**config.mk**
```make
export PLATFORM = sky130hd
export DESIGN_NAME = ode_integrator_euler_rk2_rk4
export DESIGN_NICKNAME = d
export VERILOG_FILES = /design/src/rtl/ode_pkg.sv /design/src/rtl/ode_integrator_euler_rk2_rk4.sv
export VERILOG_INCLUDE_DIRS = /design/src /design/src/rtl
export SDC_FILE = /design/constraint.sdc
export NUM_CORES = 2
export LEC_CHECK = 0
export ABC_CLOCK_PERIOD_IN_PS = 10600
export BUFFER_PORTS_ARGS = -buffer_cell sky130_fd_sc_hd__buf_2
export CAP_MARGIN = 20
export CORE_ASPECT_RATIO = 1.1
export CORE_MARGIN = 2
export CORE_UTILIZATION = 40
export CTS_CLUSTER_DIAMETER = 30
export DETAILED_ROUTE_END_ITERATION = 8
export MAX_ROUTING_LAYER = met4
export PLACE_DENSITY_LB_ADDON = 0.15
export SETUP_SLACK_MARGIN = 0.1
export SLEW_MARGIN = 5
export SYNTH_ARGS = -nofsm -noshare
export SYNTH_HDL_FRONTEND = slang
export SYNTH_SLANG_ARGS = --single-unit
```
**constraint.sdc**
```tcl
create_clock -name clk -period 10.6 [get_ports clk]
set_input_delay 2.12 -clock clk [delete_from_list [all_inputs] [get_ports clk]]
set_output_delay 2.12 -clock clk [all_outputs]
set_load 0.1 [all_outputs]
```
**src/rtl/ode_integrator_euler_rk2_rk4_macros.svh**
```systemverilog
// ----------------------------------------------------------------------------
// ODE integrator assertion macros
// Shared concurrent assertion forms, clocked on clk, disabled in reset.
// ----------------------------------------------------------------------------
`ifndef ODE_INTEGRATOR_EULER_RK2_RK4_MACROS_SVH
`define ODE_INTEGRATOR_EULER_RK2_RK4_MACROS_SVH

// same-cycle implication
`define ODE_ASSERT_NOW(lbl, ante, cons, msg) \
    lbl: assert property (@(posedge clk) disable iff (!rst_n) (ante) |-> (cons)) \
        else $error(msg);

// next-cycle implication
`define ODE_ASSERT_NEXT(lbl, ante, cons, msg) \
    lbl: assert property (@(posedge clk) disable iff (!rst_n) (ante) |=> (cons)) \
        else $error(msg);

`endif

```
**src/rtl/ode_pkg.sv**
```systemverilog
// ----------------------------------------------------------------------------
// ODE integrator package
// Widths, codes, microword types and the microcode program.
// ----------------------------------------------------------------------------
package ode_pkg;

    localparam int FRAC_BITS    = 16;
    localparam int RECIP6_SHIFT = 26;
    localparam int RECIP6       = ((1 << RECIP6_SHIFT) + 3) / 6;  // round(2^26/6)
    localparam int STEP_W       = 11;
    localparam logic [STEP_W-1:0] MAX_STEPS = 11'd1024;

    localparam int ROM_DEPTH = 50;
    localparam int PC_W      = $clog2(ROM_DEPTH);

    // program entry points
    localparam logic [PC_W-1:0] PC_EULER = 6'd0;
    localparam logic [PC_W-1:0] PC_HEUN  = 6'd7;
    localparam logic [PC_W-1:0] PC_RK4   = 6'd21;

    // method codes
    localparam logic [1:0] METH_EULER = 2'd0;
    localparam logic [1:0] METH_HEUN  = 2'd1;
    localparam logic [1:0] METH_RK4   = 2'd2;

    // configuration register indexes
    localparam logic [1:0] CFG_METHOD     = 2'd0;
    localparam logic [1:0] CFG_STEP_SIZE  = 2'd1;
    localparam logic [1:0] CFG_STEP_COUNT = 2'd2;

    typedef enum logic [1:0] {ST_IDLE, ST_RUN, ST_DRAIN} state_t;

    typedef enum logic [2:0] {MUL_NONE, MUL_XX, MUL_HK, MUL_HS, MUL_PR} mul_op_t;
    typedef enum logic [1:0] {RND_NONE, RND_F, RND_F1, RND_R6} rnd_op_t;
    typedef enum logic [2:0] {WB_NONE, WB_K, WB_YE, WB_Y, WB_YRAW, WB_P} wb_op_t;
    typedef enum logic [1:0] {XE_NONE, XE_START, XE_MID, XE_FULL} xe_op_t;
    typedef enum logic [1:0] {ACC_NONE, ACC_LOAD, ACC_ADD1, ACC_ADD2} acc_op_t;

    typedef struct packed {
        mul_op_t mul;
        rnd_op_t rnd;
        wb_op_t  wb;
        xe_op_t  xe;
        acc_op_t acc;
        logic    last;   // end of one integration step
    } ucode_t;

    localparam ucode_t UC_NOP = '{MUL_NONE, RND_NONE, WB_NONE, XE_NONE, ACC_NONE, 1'b0};

    // saturation check of a 49-bit value against signed 32 bits
    function automatic logic sat_ovf(input logic [48:0] v);
        return !((&v[48:31]) || !(|v[48:31]));
    endfunction

    function automatic logic [31:0] sat_val(input logic [48:0] v);
        logic [31:0] r;
        r = v[31:0];
        if (sat_ovf(v))
        begin
            r = {v[48], {31{~v[48]}}};
        end
        return r;
    endfunction

    function automatic ucode_t mk(input mul_op_t m, input rnd_op_t r, input wb_op_t w,
                                  input xe_op_t x, input acc_op_t a, input logic l);
        ucode_t u;
        u = '{m, r, w, x, a, l};
        return u;
    endfunction

    // Each slope is multiply / round / write back; a y update the same.
    function automatic ucode_t ucode_rom(input logic [PC_W-1:0] pc);
        ucode_t u;
        u = UC_NOP;
        unique case (pc)
            // Euler
            6'd0:  u = mk(MUL_NONE, RND_NONE, WB_NONE, XE_START, ACC_NONE, 1'b0);
            6'd1:  u = mk(MUL_XX,   RND_NONE, WB_NONE, XE_NONE,  ACC_NONE, 1'b0);
            6'd2:  u = mk(MUL_NONE, RND_F,    WB_NONE, XE_NONE,  ACC_NONE, 1'b0);
            6'd3:  u = mk(MUL_NONE, RND_NONE, WB_K,    XE_NONE,  ACC_NONE, 1'b0);
            6'd4:  u = mk(MUL_HK,   RND_NONE, WB_NONE, XE_NONE,  ACC_NONE, 1'b0);
            6'd5:  u = mk(MUL_NONE, RND_F,    WB_NONE, XE_NONE,  ACC_NONE, 1'b0);
            6'd6:  u = mk(MUL_NONE, RND_NONE, WB_Y,    XE_NONE,  ACC_NONE, 1'b1);
            // Heun
            6'd7:  u = mk(MUL_NONE, RND_NONE, WB_NONE, XE_START, ACC_NONE, 1'b0);
            6'd8:  u = mk(MUL_XX,   RND_NONE, WB_NONE, XE_NONE,  ACC_NONE, 1'b0);
            6'd9:  u = mk(MUL_NONE, RND_F,    WB_NONE, XE_NONE,  ACC_NONE, 1'b0);
            6'd10: u = mk(MUL_NONE, RND_NONE, WB_K,    XE_NONE,  ACC_NONE, 1'b0);
            6'd11: u = mk(MUL_HK,   RND_NONE, WB_NONE, XE_FULL,  ACC_LOAD, 1'b0);
            6'd12: u = mk(MUL_NONE, RND_F,    WB_NONE, XE_NONE,  ACC_NONE, 1'b0);
            6'd13: u = mk(MUL_NONE, RND_NONE, WB_YE,   XE_NONE,  ACC_NONE, 1'b0);
            6'd14: u = mk(MUL_XX,   RND_NONE, WB_NONE, XE_NONE,  ACC_NONE, 1'b0);
            6'd15: u = mk(MUL_NONE, RND_F,    WB_NONE, XE_NONE,  ACC_NONE, 1'b0);
            6'd16: u = mk(MUL_NONE, RND_NONE, WB_K,    XE_NONE,  ACC_NONE, 1'b0);
            6'd17: u = mk(MUL_NONE, RND_NONE, WB_NONE, XE_NONE,  ACC_ADD1, 1'b0);
            6'd18: u = mk(MUL_HS,   RND_NONE, WB_NONE, XE_NONE,  ACC_NONE, 1'b0);
            6'd19: u = mk(MUL_NONE, RND_F1,   WB_NONE, XE_NONE,  ACC_NONE, 1'b0);
            6'd20: u = mk(MUL_NONE, RND_NONE, WB_Y,    XE_NONE,  ACC_NONE, 1'b1);
            // classic RK4
            6'd21: u = mk(MUL_NONE, RND_NONE, WB_NONE, XE_START, ACC_NONE, 1'b0);
            6'd22: u = mk(MUL_XX,   RND_NONE, WB_NONE, XE_NONE,  ACC_NONE, 1'b0);
            6'd23: u = mk(MUL_NONE, RND_F,    WB_NONE, XE_NONE,  ACC_NONE, 1'b0);
            6'd24: u = mk(MUL_NONE, RND_NONE, WB_K,    XE_NONE,  ACC_NONE, 1'b0);
            6'd25: u = mk(MUL_HK,   RND_NONE, WB_NONE, XE_MID,   ACC_LOAD, 1'b0);
            6'd26: u = mk(MUL_NONE, RND_F1,   WB_NONE, XE_NONE,  ACC_NONE, 1'b0);
            6'd27: u = mk(MUL_NONE, RND_NONE, WB_YE,   XE_NONE,  ACC_NONE, 1'b0);
            6'd28: u = mk(MUL_XX,   RND_NONE, WB_NONE, XE_NONE,  ACC_NONE, 1'b0);
            6'd29: u = mk(MUL_NONE, RND_F,    WB_NONE, XE_NONE,  ACC_NONE, 1'b0);
            6'd30: u = mk(MUL_NONE, RND_NONE, WB_K,    XE_NONE,  ACC_NONE, 1'b0);
            6'd31: u = mk(MUL_HK,   RND_NONE, WB_NONE, XE_NONE,  ACC_ADD2, 1'b0);
            6'd32: u = mk(MUL_NONE, RND_F1,   WB_NONE, XE_NONE,  ACC_NONE, 1'b0);
            6'd33: u = mk(MUL_NONE, RND_NONE, WB_YE,   XE_NONE,  ACC_NONE, 1'b0);
            6'd34: u = mk(MUL_XX,   RND_NONE, WB_NONE, XE_NONE,  ACC_NONE, 1'b0);
            6'd35: u = mk(MUL_NONE, RND_F,    WB_NONE, XE_NONE,  ACC_NONE, 1'b0);
            6'd36: u = mk(MUL_NONE, RND_NONE, WB_K,    XE_NONE,  ACC_NONE, 1'b0);
            6'd37: u = mk(MUL_HK,   RND_NONE, WB_NONE, XE_FULL,  ACC_ADD2, 1'b0);
            6'd38: u = mk(MUL_NONE, RND_F,    WB_NONE, XE_NONE,  ACC_NONE, 1'b0);
            6'd39: u = mk(MUL_NONE, RND_NONE, WB_YE,   XE_NONE,  ACC_NONE, 1'b0);
            6'd40: u = mk(MUL_XX,   RND_NONE, WB_NONE, XE_NONE,  ACC_NONE, 1'b0);
            6'd41: u = mk(MUL_NONE, RND_F,    WB_NONE, XE_NONE,  ACC_NONE, 1'b0);
            6'd42: u = mk(MUL_NONE, RND_NONE, WB_K,    XE_NONE,  ACC_NONE, 1'b0);
            6'd43: u = mk(MUL_NONE, RND_NONE, WB_NONE, XE_NONE,  ACC_ADD1, 1'b0);
            6'd44: u = mk(MUL_HS,   RND_NONE, WB_NONE, XE_NONE,  ACC_NONE, 1'b0);
            6'd45: u = mk(MUL_NONE, RND_F,    WB_NONE, XE_NONE,  ACC_NONE, 1'b0);
            6'd46: u = mk(MUL_NONE, RND_NONE, WB_P,    XE_NONE,  ACC_NONE, 1'b0);
            6'd47: u = mk(MUL_PR,   RND_NONE, WB_NONE, XE_NONE,  ACC_NONE, 1'b0);
            6'd48: u = mk(MUL_NONE, RND_R6,   WB_NONE, XE_NONE,  ACC_NONE, 1'b0);
            6'd49: u = mk(MUL_NONE, RND_NONE, WB_YRAW, XE_NONE,  ACC_NONE, 1'b1);
            default: u = UC_NOP;
        endcase
        return u;
    endfunction

endpackage

```
**src/rtl/ode_integrator_euler_rk2_rk4.sv**
```systemverilog
// ----------------------------------------------------------------------------
// ODE integrator, Euler / Heun / RK4
// Fixed-step solver for y' = x*x + y in signed Q16.16, microcoded datapath.
// ----------------------------------------------------------------------------
// Each item carries a start point (start_x, start_y); the block runs
// min(step_count, 1024) steps of size step_size with the method selected
// (0 Euler, 1 Heun, 2 and 3 classic RK4) and returns end_x, end_y and a sticky
// overflow flag that is set when any intermediate saturated during that run.
// Work is driven by a microcode ROM: one control word per cycle steers a
// single 38x33 signed multiplier, a registered round stage and a saturating
// writeback adder. Every multiply goes multiply -> round -> writeback, and
// this chain sets the rate. A zero step count returns the start point
// through the drain state and the output register. Only one item is in
// flight; a finished result sits in the output register and the next item
// is accepted while it waits. Configuration writes are always taken
// (cfg_ready is tied high) and must only be issued while idle.
// ----------------------------------------------------------------------------
`include "ode_integrator_euler_rk2_rk4_macros.svh"

module ode_integrator_euler_rk2_rk4
    import ode_pkg::*;
(
    input  logic        clk,
    input  logic        rst_n,
    // configuration write channel
    input  logic        cfg_valid,
    output logic        cfg_ready,
    input  logic [1:0]  cfg_index,
    input  logic [16:0] cfg_data,
    // input items
    input  logic        s_tvalid,
    output logic        s_tready,
    input  logic [63:0] s_tdata,    // [31:0] start_x, [63:32] start_y
    // result items
    output logic        m_tvalid,
    input  logic        m_tready,
    output logic [71:0] m_tdata     // [31:0] end_x, [63:32] end_y, [64] overflow
);

    // configuration registers
    logic [1:0]        method_reg;
    logic [16:0]       step_size_reg;
    logic [STEP_W-1:0] step_count_reg;

    // sequencer
    state_t            state_reg, state_next;
    logic [PC_W-1:0]   pc_reg, pc_next;
    logic [STEP_W-1:0] count_reg, count_next;
    logic [STEP_W-1:0] n_steps;
    logic [PC_W-1:0]   entry_pc;
    ucode_t            uc;
    logic              accept;
    logic              out_load;

    // datapath
    logic [31:0] x_reg, y_reg;      // working point
    logic [31:0] xe_reg, ye_reg;    // point where the slope is evaluated
    logic [31:0] k_reg;             // last slope
    logic [34:0] acc_reg;           // weighted slope sum
    logic [37:0] p_reg;             // clamped RK4 increment
    logic [63:0] prod_reg;
    logic [47:0] r_reg;             // rounded product
    logic        sat_reg;

    // result register
    logic        out_valid_reg;
    logic [31:0] end_x_reg, end_y_reg;
    logic        end_ovf_reg;

    assign cfg_ready = 1'b1;
    assign s_tready  = (state_reg == ST_IDLE);
    assign accept    = s_tvalid && s_tready;
    assign m_tvalid  = out_valid_reg;
    assign m_tdata   = {7'b0, end_ovf_reg, end_y_reg, end_x_reg};

    assign n_steps = (step_count_reg > MAX_STEPS) ? MAX_STEPS : step_count_reg;
    assign uc      = (state_reg == ST_RUN) ? ucode_rom(pc_reg) : UC_NOP;
    assign out_load = (state_reg == ST_DRAIN) && (!out_valid_reg || m_tready);

    always_comb
    begin
        unique case (method_reg)
            METH_EULER: entry_pc = PC_EULER;
            METH_HEUN:  entry_pc = PC_HEUN;
            default:    entry_pc = PC_RK4;   // code 3 runs RK4 as well
        endcase
    end

    // ------------------------------------------------------------------
    // configuration
    // ------------------------------------------------------------------
    always_ff @(posedge clk or negedge rst_n)
    begin
        if (!rst_n)
        begin
            method_reg     <= METH_RK4;
            step_size_reg  <= 17'd6554;
            step_count_reg <= 11'd10;
        end
        else if (cfg_valid && cfg_ready)
        begin
            unique case (cfg_index)
                CFG_METHOD:     method_reg     <= cfg_data[1:0];
                CFG_STEP_SIZE:  step_size_reg  <= cfg_data;
                CFG_STEP_COUNT: step_count_reg <= cfg_data[STEP_W-1:0];
                default:        ;   // no register here
            endcase
        end
    end

    // ------------------------------------------------------------------
    // sequencer: state, program counter, step counter
    // ------------------------------------------------------------------
    always_comb
    begin
        state_next = state_reg;
        pc_next    = pc_reg;
        count_next = count_reg;
        unique case (state_reg)
            ST_IDLE:
            begin
                if (s_tvalid)
                begin
                    pc_next    = entry_pc;
                    count_next = '0;
                    state_next = (n_steps == '0) ? ST_DRAIN : ST_RUN;
                end
            end
            ST_RUN:
            begin
                if (uc.last)
                begin
                    count_next = count_reg + 1'b1;
                    pc_next    = entry_pc;
                    if (count_next == n_steps)
                    begin
                        state_next = ST_DRAIN;
                    end
                end
                else
                begin
                    pc_next = pc_reg + 1'b1;
                end
            end
            ST_DRAIN:
            begin
                if (!out_valid_reg || m_tready)
                begin
                    state_next = ST_IDLE;
                end
            end
            default: state_next = ST_IDLE;
        endcase
    end

    always_ff @(posedge clk or negedge rst_n)
    begin
        if (!rst_n)
        begin
            state_reg <= ST_IDLE;
            pc_reg    <= '0;
            count_reg <= '0;
        end
        else
        begin
            state_reg <= state_next;
            pc_reg    <= pc_next;
            count_reg <= count_next;
        end
    end

    // ------------------------------------------------------------------
    // shared multiplier
    // ------------------------------------------------------------------
    logic signed [37:0] mul_a;
    logic signed [32:0] mul_b;
    logic signed [70:0] mul_full;

    always_comb
    begin
        unique case (uc.mul)
            MUL_XX:
            begin
                mul_a = {{6{xe_reg[31]}}, xe_reg};
                mul_b = {xe_reg[31], xe_reg};
            end
            MUL_HK:
            begin
                mul_a = {{6{k_reg[31]}}, k_reg};
                mul_b = {16'b0, step_size_reg};
            end
            MUL_HS:
            begin
                mul_a = {{3{acc_reg[34]}}, acc_reg};
                mul_b = {16'b0, step_size_reg};
            end
            MUL_PR:
            begin
                mul_a = p_reg;
                mul_b = 33'(RECIP6);
            end
            default:
            begin
                mul_a = '0;
                mul_b = '0;
            end
        endcase
    end

    assign mul_full = mul_a * mul_b;   // all products used fit in 64 bits

    // ------------------------------------------------------------------
    // round half up: add half an LSB, arithmetic shift
    // ------------------------------------------------------------------
    logic signed [64:0] prod_ext;
    logic signed [64:0] rnd_shift;

    assign prod_ext = {prod_reg[63], prod_reg};

    always_comb
    begin
        unique case (uc.rnd)
            RND_F:   rnd_shift = (prod_ext + (65'sd1 <<< (FRAC_BITS - 1))) >>> FRAC_BITS;
            RND_F1:  rnd_shift = (prod_ext + (65'sd1 <<< FRAC_BITS)) >>> (FRAC_BITS + 1);
            RND_R6:  rnd_shift = (prod_ext + (65'sd1 <<< (RECIP6_SHIFT - 1))) >>> RECIP6_SHIFT;
            default: rnd_shift = prod_ext;
        endcase
    end

    // ------------------------------------------------------------------
    // writeback: base + sat(r) (or + r for the last RK4 add), saturated
    // ------------------------------------------------------------------
    logic [48:0] r_ext;
    logic [31:0] r_sat;
    logic [31:0] wb_base;
    logic [48:0] wb_sum;
    logic [31:0] wb_res;
    logic        wb_ovf;

    localparam logic signed [47:0] P_LIMIT = 48'sd1 <<< 36;
    logic [37:0] p_clamp;

    assign r_ext   = {r_reg[47], r_reg};
    assign r_sat   = sat_val(r_ext);
    assign wb_base = (uc.wb == WB_K) ? ye_reg : y_reg;
    assign wb_sum  = {{17{wb_base[31]}}, wb_base}
                   + ((uc.wb == WB_YRAW) ? r_ext : {{17{r_sat[31]}}, r_sat});
    assign wb_res  = sat_val(wb_sum);
    assign wb_ovf  = ((uc.wb != WB_YRAW) && sat_ovf(r_ext)) || sat_ovf(wb_sum);

    always_comb
    begin
        if ($signed(r_reg) > P_LIMIT)
        begin
            p_clamp = P_LIMIT[37:0];
        end
        else if ($signed(r_reg) < -P_LIMIT)
        begin
            p_clamp = 38'(-P_LIMIT);
        end
        else
        begin
            p_clamp = r_reg[37:0];
        end
    end

    // ------------------------------------------------------------------
    // x adder: x + h, or x + h/2 rounded up for the RK4 midpoint
    // ------------------------------------------------------------------
    logic [16:0] h_half;
    logic [16:0] h_sel;
    logic [48:0] x_sum;
    logic [31:0] x_res;
    logic        x_ovf;
    logic        x_used;

    assign h_half = 17'((18'(step_size_reg) + 18'd1) >> 1);
    assign h_sel  = (uc.xe == XE_MID) ? h_half : step_size_reg;
    assign x_sum  = {{17{x_reg[31]}}, x_reg} + {32'b0, h_sel};
    assign x_res  = sat_val(x_sum);
    assign x_ovf  = sat_ovf(x_sum);
    assign x_used = uc.last || (uc.xe == XE_MID) || (uc.xe == XE_FULL);

    // ------------------------------------------------------------------
    // datapath registers
    // ------------------------------------------------------------------
    always_ff @(posedge clk)
    begin
        if (accept)
        begin
            x_reg <= s_tdata[31:0];
            y_reg <= s_tdata[63:32];
        end
        if (uc.mul != MUL_NONE)
        begin
            prod_reg <= mul_full[63:0];
        end
        if (uc.rnd != RND_NONE)
        begin
            r_reg <= rnd_shift[47:0];
        end
        unique case (uc.wb)
            WB_K:            k_reg  <= wb_res;
            WB_YE:           ye_reg <= wb_res;
            WB_Y, WB_YRAW:   y_reg  <= wb_res;
            WB_P:            p_reg  <= p_clamp;
            default:         ;
        endcase
        unique case (uc.xe)
            XE_START:
            begin
                xe_reg <= x_reg;
                ye_reg <= y_reg;
            end
            XE_MID, XE_FULL: xe_reg <= x_res;
            default:         ;
        endcase
        unique case (uc.acc)
            ACC_LOAD: acc_reg <= {{3{k_reg[31]}}, k_reg};
            ACC_ADD1: acc_reg <= acc_reg + {{3{k_reg[31]}}, k_reg};
            ACC_ADD2: acc_reg <= acc_reg + {{2{k_reg[31]}}, k_reg, 1'b0};
            default:  ;
        endcase
        if (uc.last)
        begin
            x_reg <= x_res;
        end
    end

    // sticky saturation flag for the current run
    always_ff @(posedge clk or negedge rst_n)
    begin
        if (!rst_n)
        begin
            sat_reg <= 1'b0;
        end
        else if (accept)
        begin
            sat_reg <= 1'b0;
        end
        else if (((uc.wb != WB_NONE) && (uc.wb != WB_P) && wb_ovf) || (x_used && x_ovf))
        begin
            sat_reg <= 1'b1;
        end
    end

    // ------------------------------------------------------------------
    // result register
    // ------------------------------------------------------------------
    always_ff @(posedge clk or negedge rst_n)
    begin
        if (!rst_n)
        begin
            out_valid_reg <= 1'b0;
        end
        else if (out_load)
        begin
            out_valid_reg <= 1'b1;
        end
        else if (m_tready)
        begin
            out_valid_reg <= 1'b0;
        end
    end

    always_ff @(posedge clk)
    begin
        if (out_load)
        begin
            end_x_reg   <= x_reg;
            end_y_reg   <= y_reg;
            end_ovf_reg <= sat_reg;
        end
    end

    // ------------------------------------------------------------------
    // assertions
    // ------------------------------------------------------------------
    `ODE_ASSERT_NOW(a_pc_in_rom, (state_reg == ST_RUN), (pc_reg < PC_W'(ROM_DEPTH)), "pc beyond microcode")
    `ODE_ASSERT_NOW(a_count_below_n, (state_reg == ST_RUN), (count_reg < n_steps), "step counter overran")
    `ODE_ASSERT_NEXT(a_flag_cleared, accept, (!sat_reg), "overflow flag not cleared on new item")
    `ODE_ASSERT_NEXT(a_drain_delivers, out_load, (out_valid_reg && (state_reg == ST_IDLE)), "result not loaded")

endmodule

```
# Yosys cells after proc, flatten, opt, wreduce, memory -nomap -nowiden
# Memory sizes are Yosys's and may differ from the RTL's.
# Cells that the tools add are included.
word_totals:
  regBits: 461
  romBits: 832
  in_bits: 88
  output_inout_bits: 75
  elab_cells: 158
  n_memories: 1
classes:
  n_addsub: 10
  n_mul: 1
  magnitude_cmp: 3
  eq_ne: 30
  mux: 37
  bitwise_logic: 3
  n_reduce_logical: 52
mem_list:
  columns: ["memory", "words", "word_bits", "rd", "rd_clocked_by_memory_dff", "write_ports", "line", "source"]
  rows:
  - ["(no name shown)", 64, 13, 1, 0, 0, "ode_pkg.sv:76", "unique case (pc)"]
op_table:
  columns: ["operator", "n"]
  rows:
  - ["$mux W32", 10]
  - ["$pmux W38 S4", 1]
  - ["$pmux W48 S3", 1]
  - ["$pmux W35 S3", 1]
  - ["$pmux W33 S3", 1]
  - ["$add A35 B35 Y35", 2]
  - ["$add A64 B18 Y65 const B", 1]
  - ["$add A64 B27 Y65 const B", 1]
  - ["$add A64 B17 Y64 const B", 1]
  - ["$mul A38 B33 Y64", 1]
  - ["$pmux W32 S2", 1]
  - ["$add A49 B49 Y49", 1]
  - ["$mux W49", 1]
  - ["$gt A48 B38 Y1 const B", 1]
  - ["$lt A48 B37 Y1 const B", 1]
  - ["$mux W38", 1]
  - ["$reduce_and A18 Y1", 2]
  - ["$reduce_or A18 Y1", 2]
  - ["$add A32 B18 Y33", 1]
  - ["$mux W11", 3]
  - ["$pmux W11 S2", 1]
  - ["$add A17 B1 Y18 const B", 1]
  - ["$mux W17", 1]
  - ["$reduce_and A17 Y1", 1]
  - ["other kinds (32)", 98]

# Depth between registers and ports, before layout
depth:
  ltp_word: 15
  mapped_depth: 43

# Least setup slack after synthesis
# OpenSTA, ideal clock, no wires.
synth_timing:
  path_kind: "register to register"
  startpoint: "register pc_reg[0]"
  endpoint: "register prod_reg[63] (data pin)"
  setup_ns: 0.260
  t_arrival_ns: 10.136
  required_time_ns: 10.340
  path_slack_ns: 0.204
  path_stages_with_launch: 38
  synth_period_minus_slack_ns: 10.396
  cell_sequence: "dfrtp_1 > inv_1 > ha_1 > or3b_2 > a21oi_1 > mux2i_4 > nor2_2 > buf_2 > buf_2 > mux2i_1 > nor2_1 > a211oi_1 > nor2_1 > fa_1 > inv_1 > fa_1 > fa_1 > fa_1 > (+2 left out) > fa_1 > fa_1 > inv_1 > fa_1 > inv_1 > ha_1 > o21a_1 > o211a_1 > a221o_1 > a2111o_1 > a21oi_1 > a2bb2oi_1 > o311ai_1 > a221o_1 > nand4_1 > o21ba_2 > o21ai_0 > xnor2_1"
synth_via:
  elab_chain_cells: 6
  elab_cells_between_ends: 10
  cone_classes: "mul (1); eq/ne (4); mux (3); reduce/logical (1); memory (1)"
synth_rtl:
  columns: ["item", "line", "source"]
  rows:
  - ["start, declared", "ode_integrator_euler_rk2_rk4.sv:47", "logic [PC_W-1:0] pc_reg, pc_next;"]
  - ["start signal, assigned", "ode_integrator_euler_rk2_rk4.sv:167", "pc_reg <= pc_next;"]
  - ["$mem_v2 Z64 W13 *", null, null]
  - ["$mux W13 *", "ode_integrator_euler_rk2_rk4.sv:77", "assign uc = (state_reg == ST_RUN) ? ucode_rom(pc_reg) : UC_NOP;"]
  - ["$eq A3 B2 Y1", "ode_integrator_euler_rk2_rk4.sv:181", "unique case (uc.mul)"]
  - ["$reduce_or A2 Y1 (no line)", null, null]
  - ["$pmux W33 S3", "ode_integrator_euler_rk2_rk4.sv:181", null]
  - ["$mul A38 B33 Y64 *", "ode_integrator_euler_rk2_rk4.sv:210", "assign mul_full = mul_a * mul_b;"]
  - ["via mul_full[63]", "ode_integrator_euler_rk2_rk4.sv:177", "logic signed [70:0] mul_full;"]
  - ["end signal, assigned", "ode_integrator_euler_rk2_rk4.sv:296", "prod_reg <= mul_full[63:0];"]
  - ["end, declared", "ode_integrator_euler_rk2_rk4.sv:61", "logic [63:0] prod_reg;"]
# The timed path passes the listed nets; every way through them passes the cells marked *.
# A chain may end at the register's enable or synchronous reset.

# Final worst setup path
layout_timing:
  startpoint: "register pc_reg[1]"
  endpoint: "register prod_reg[63] (data pin)"
# The elaborated chain is that of the path after synthesis.

==> qor.yml <==
final_layout:
  area_growth_pct: 19.9
  finish.utilization: 0.482
  final_nets: 10325
  largest_reg_flops: 64
  drive_gt1_frac: 0.177
  diodes: 0
  layout.cells.non_filler: 11132
timing:
  min_period_over_period: 0.980
  worst_slew_margin_rel: 0.310
  rsz0062_at_grt: "yes"
  fin_crit_ns: 10.39
  setup_tns_ns: 0
  worst_pin_slew_ns: 1.04
  timing.fmax_mhz: 96.2
  setup_viol: 0
  finClkSkew_ns: 0.0734
  finalHoldViolCount: 0
  maxSlewViolCount: 0
worst_setup_path:
  required_ns: 11.04
  r2r_cells: 42
  slowest_delay_ns: 0.59
  critical_path_class: "flip-flop to flip-flop"
  crit_start: "pc_reg[1]"
  critPathSlowestCell: "a22oi_1"
  crit_top_cell: "fa_1"
  r2r_start: "pc_reg[1]"
  arrival_ns: 10.83
  cp_max_fo: 12
  r2r_end: "prod_reg[63]"
  cp-start-kind: "flip-flop"
  crit_end: "prod_reg[63]"
  cp-end-kind: "flip-flop"
  rrSetupSlack_ns: 0.21
yosys:
  synth_area_leaders: "fa_1 (34%), edfxtp_1 (17%), inv_1 (7.7%)"
  async_reset_ff_frac: 0.111
  yosysTopAreaCellShare: 0.339
  synthMostInstantiatedCell: "inv_1"
  yosys.area.top_type: "fa_1"
  ys_top_cells_by_count: "inv_1 (1,482), fa_1 (1,219), nand2_1 (1,037)"
  ys_seq_area_frac: 0.189
  ys.flop_type: "edfxtp_1"
  synth_edf_count: 410
  syn_area_per_cell_um2: 8.98
  synth_seq_cells: 461
  postSynthCellCount: 8022
  ys_warn_count: 0
  synthesis.area_mm2: 0.0721
  synth_cell_type_count: 109
clock_network:
  cts_buffers: 97
  clockBufferDepth: 3
  cts.clk_slew.worst_paths_ns: 0.05
  worstSkewPairLatency_ns: 0.72
  clock_sinks: 461
  cts-root-buf: "clkbuf_16"
  hold_buffers: 0
  htree_levels: 3
  cts_tree: "yes"
floorplan:
  rows: 163
  dieWidth_um: 409
  start_util: 0.402
  coreArea_mm2: 0.179
  die_h_um: 449
  die_area_mm2: 0.184
  num_io_pins: 163
global_route:
  antenna_found_initial: 4
  overflow: 0
  grt_pass1_wl_mm: 402
  grt_pass1_vias: 62321
  grt_usage: 0.302
  grt_max_degree: 74
hold_path:
  holdPathStages: 0
  min_path_type: "flip-flop to flip-flop"
route:
  drt_iter0_drc: 5296
  final_antenna_net_count: 0
  vias_per_cell: 5.42
  remaining_drc_errors: 0
  routedWlPerCell_um: 24.3
  vias: 60355
  dr.pass1.iters: 6
  drt-total-wl_mm: 270
placed_design:
  io_buffer_count: 154
  dp_cells: 10861
  place_hpwl_mm: 225
  routabilityCongestion: 1.00
run_status:
  status: "finished clean"
flow_run:
  cap_violations: 0
-- cells by family after synthesis --
logic type / Yosys count / synth area share
muxes: 160 / 0.0239
buffers and inverters: 1908 / 0.101
adders and majority gates: 1578 / 0.401
AOI/OAI and AO/OA: 1217 / 0.109
other: 2 / 0.000104
DFF: 461 / 0.189
and+or+nand+nor: 2413 / 0.142
xor gates and xnor gates: 283 / 0.0344
-- worst max-delay path, delay by kind of cell, from the launching register on --
| family | cells | cell delay, ns |
|---|---|---|
| AO/OA/AOI/OAI | 12 | 2.87 |
| XOR/XNOR | 1 | 0.12 |
| adder cells (fa/ha/maj) | 10 | 4.25 |
| buffers and inverters | 14 | 1.86 |
| flip-flops | 1 | 0.38 |
| multiplexers | 1 | 0.21 |
| AND/OR/NAND/NOR | 4 | 0.43 |
-- metrics by stage --
stage	worst slack, ns	area [µm²]	hold WS [ns]
floorplan	0.204	72100	0.421
global placement	-0.629	80600	0.472
detailed placement	-0.636	80600	0.470
CTS	0.100	84900	0.486
global route	-0.0933	86400	0.497
finish	0.209	86400	0.482
-- final cells by class --
class	instances	area (µm²)
Inverter	1485	5570
Multi-Input combinational cell	5659	52600
Sequential cell	461	13600
Timing Repair Buffer	955	8250
Fill cell	17214	92900
Clock buffer	108	2510
Clock inverter	72	905
Tap cell	2392	2990
-- worst min-delay path by stage --
stage / from / endpoint / slack [ns]
floorplan: x_reg[31] / end_x_reg[31] / 0.42
global placement: y_reg[4] / end_y_reg[4] / 0.47
detailed placement: y_reg[29] / end_y_reg[29] / 0.47
CTS: y_reg[26] / end_y_reg[26] / 0.49
global route: y_reg[0] / end_y_reg[0] / 0.50
finish: y_reg[27] / end_y_reg[27] / 0.48
-- repair_timing --
item	CTS	global route
hold endpoints to repair	0	0
pin swaps	37	139
gates cloned	2	3
resized for setup	141	281
buffers inserted	37	47
setup endpoints to repair	27	25
-- layout by cell type (no fill, tap or decap), types with 154 or more instances in the layout --
cell type,count
buf_2,154
o21ai_0,218
nand2_1,1028
buf_4,645
ha_1,343
a21oi_1,352
nor2_1,808
edfxtp_1,410
xnor2_1,207
inv_1,1468
fa_1,1177
-- routing by layer --
layer | share of wire | track usage | vias up
met4 | 0.048 | 0.118 | 0
met5 | 0 | - | -
li1 | - | - | 26747
met1 | 0.43 | 0.402 | 30900
met3 | 0.066 | 0.0406 | 487
met2 | 0.46 | 0.468 | 2221
Power is not shown: default switching activity piles up to over one toggle a cycle in this logic, so the estimate is an artifact.
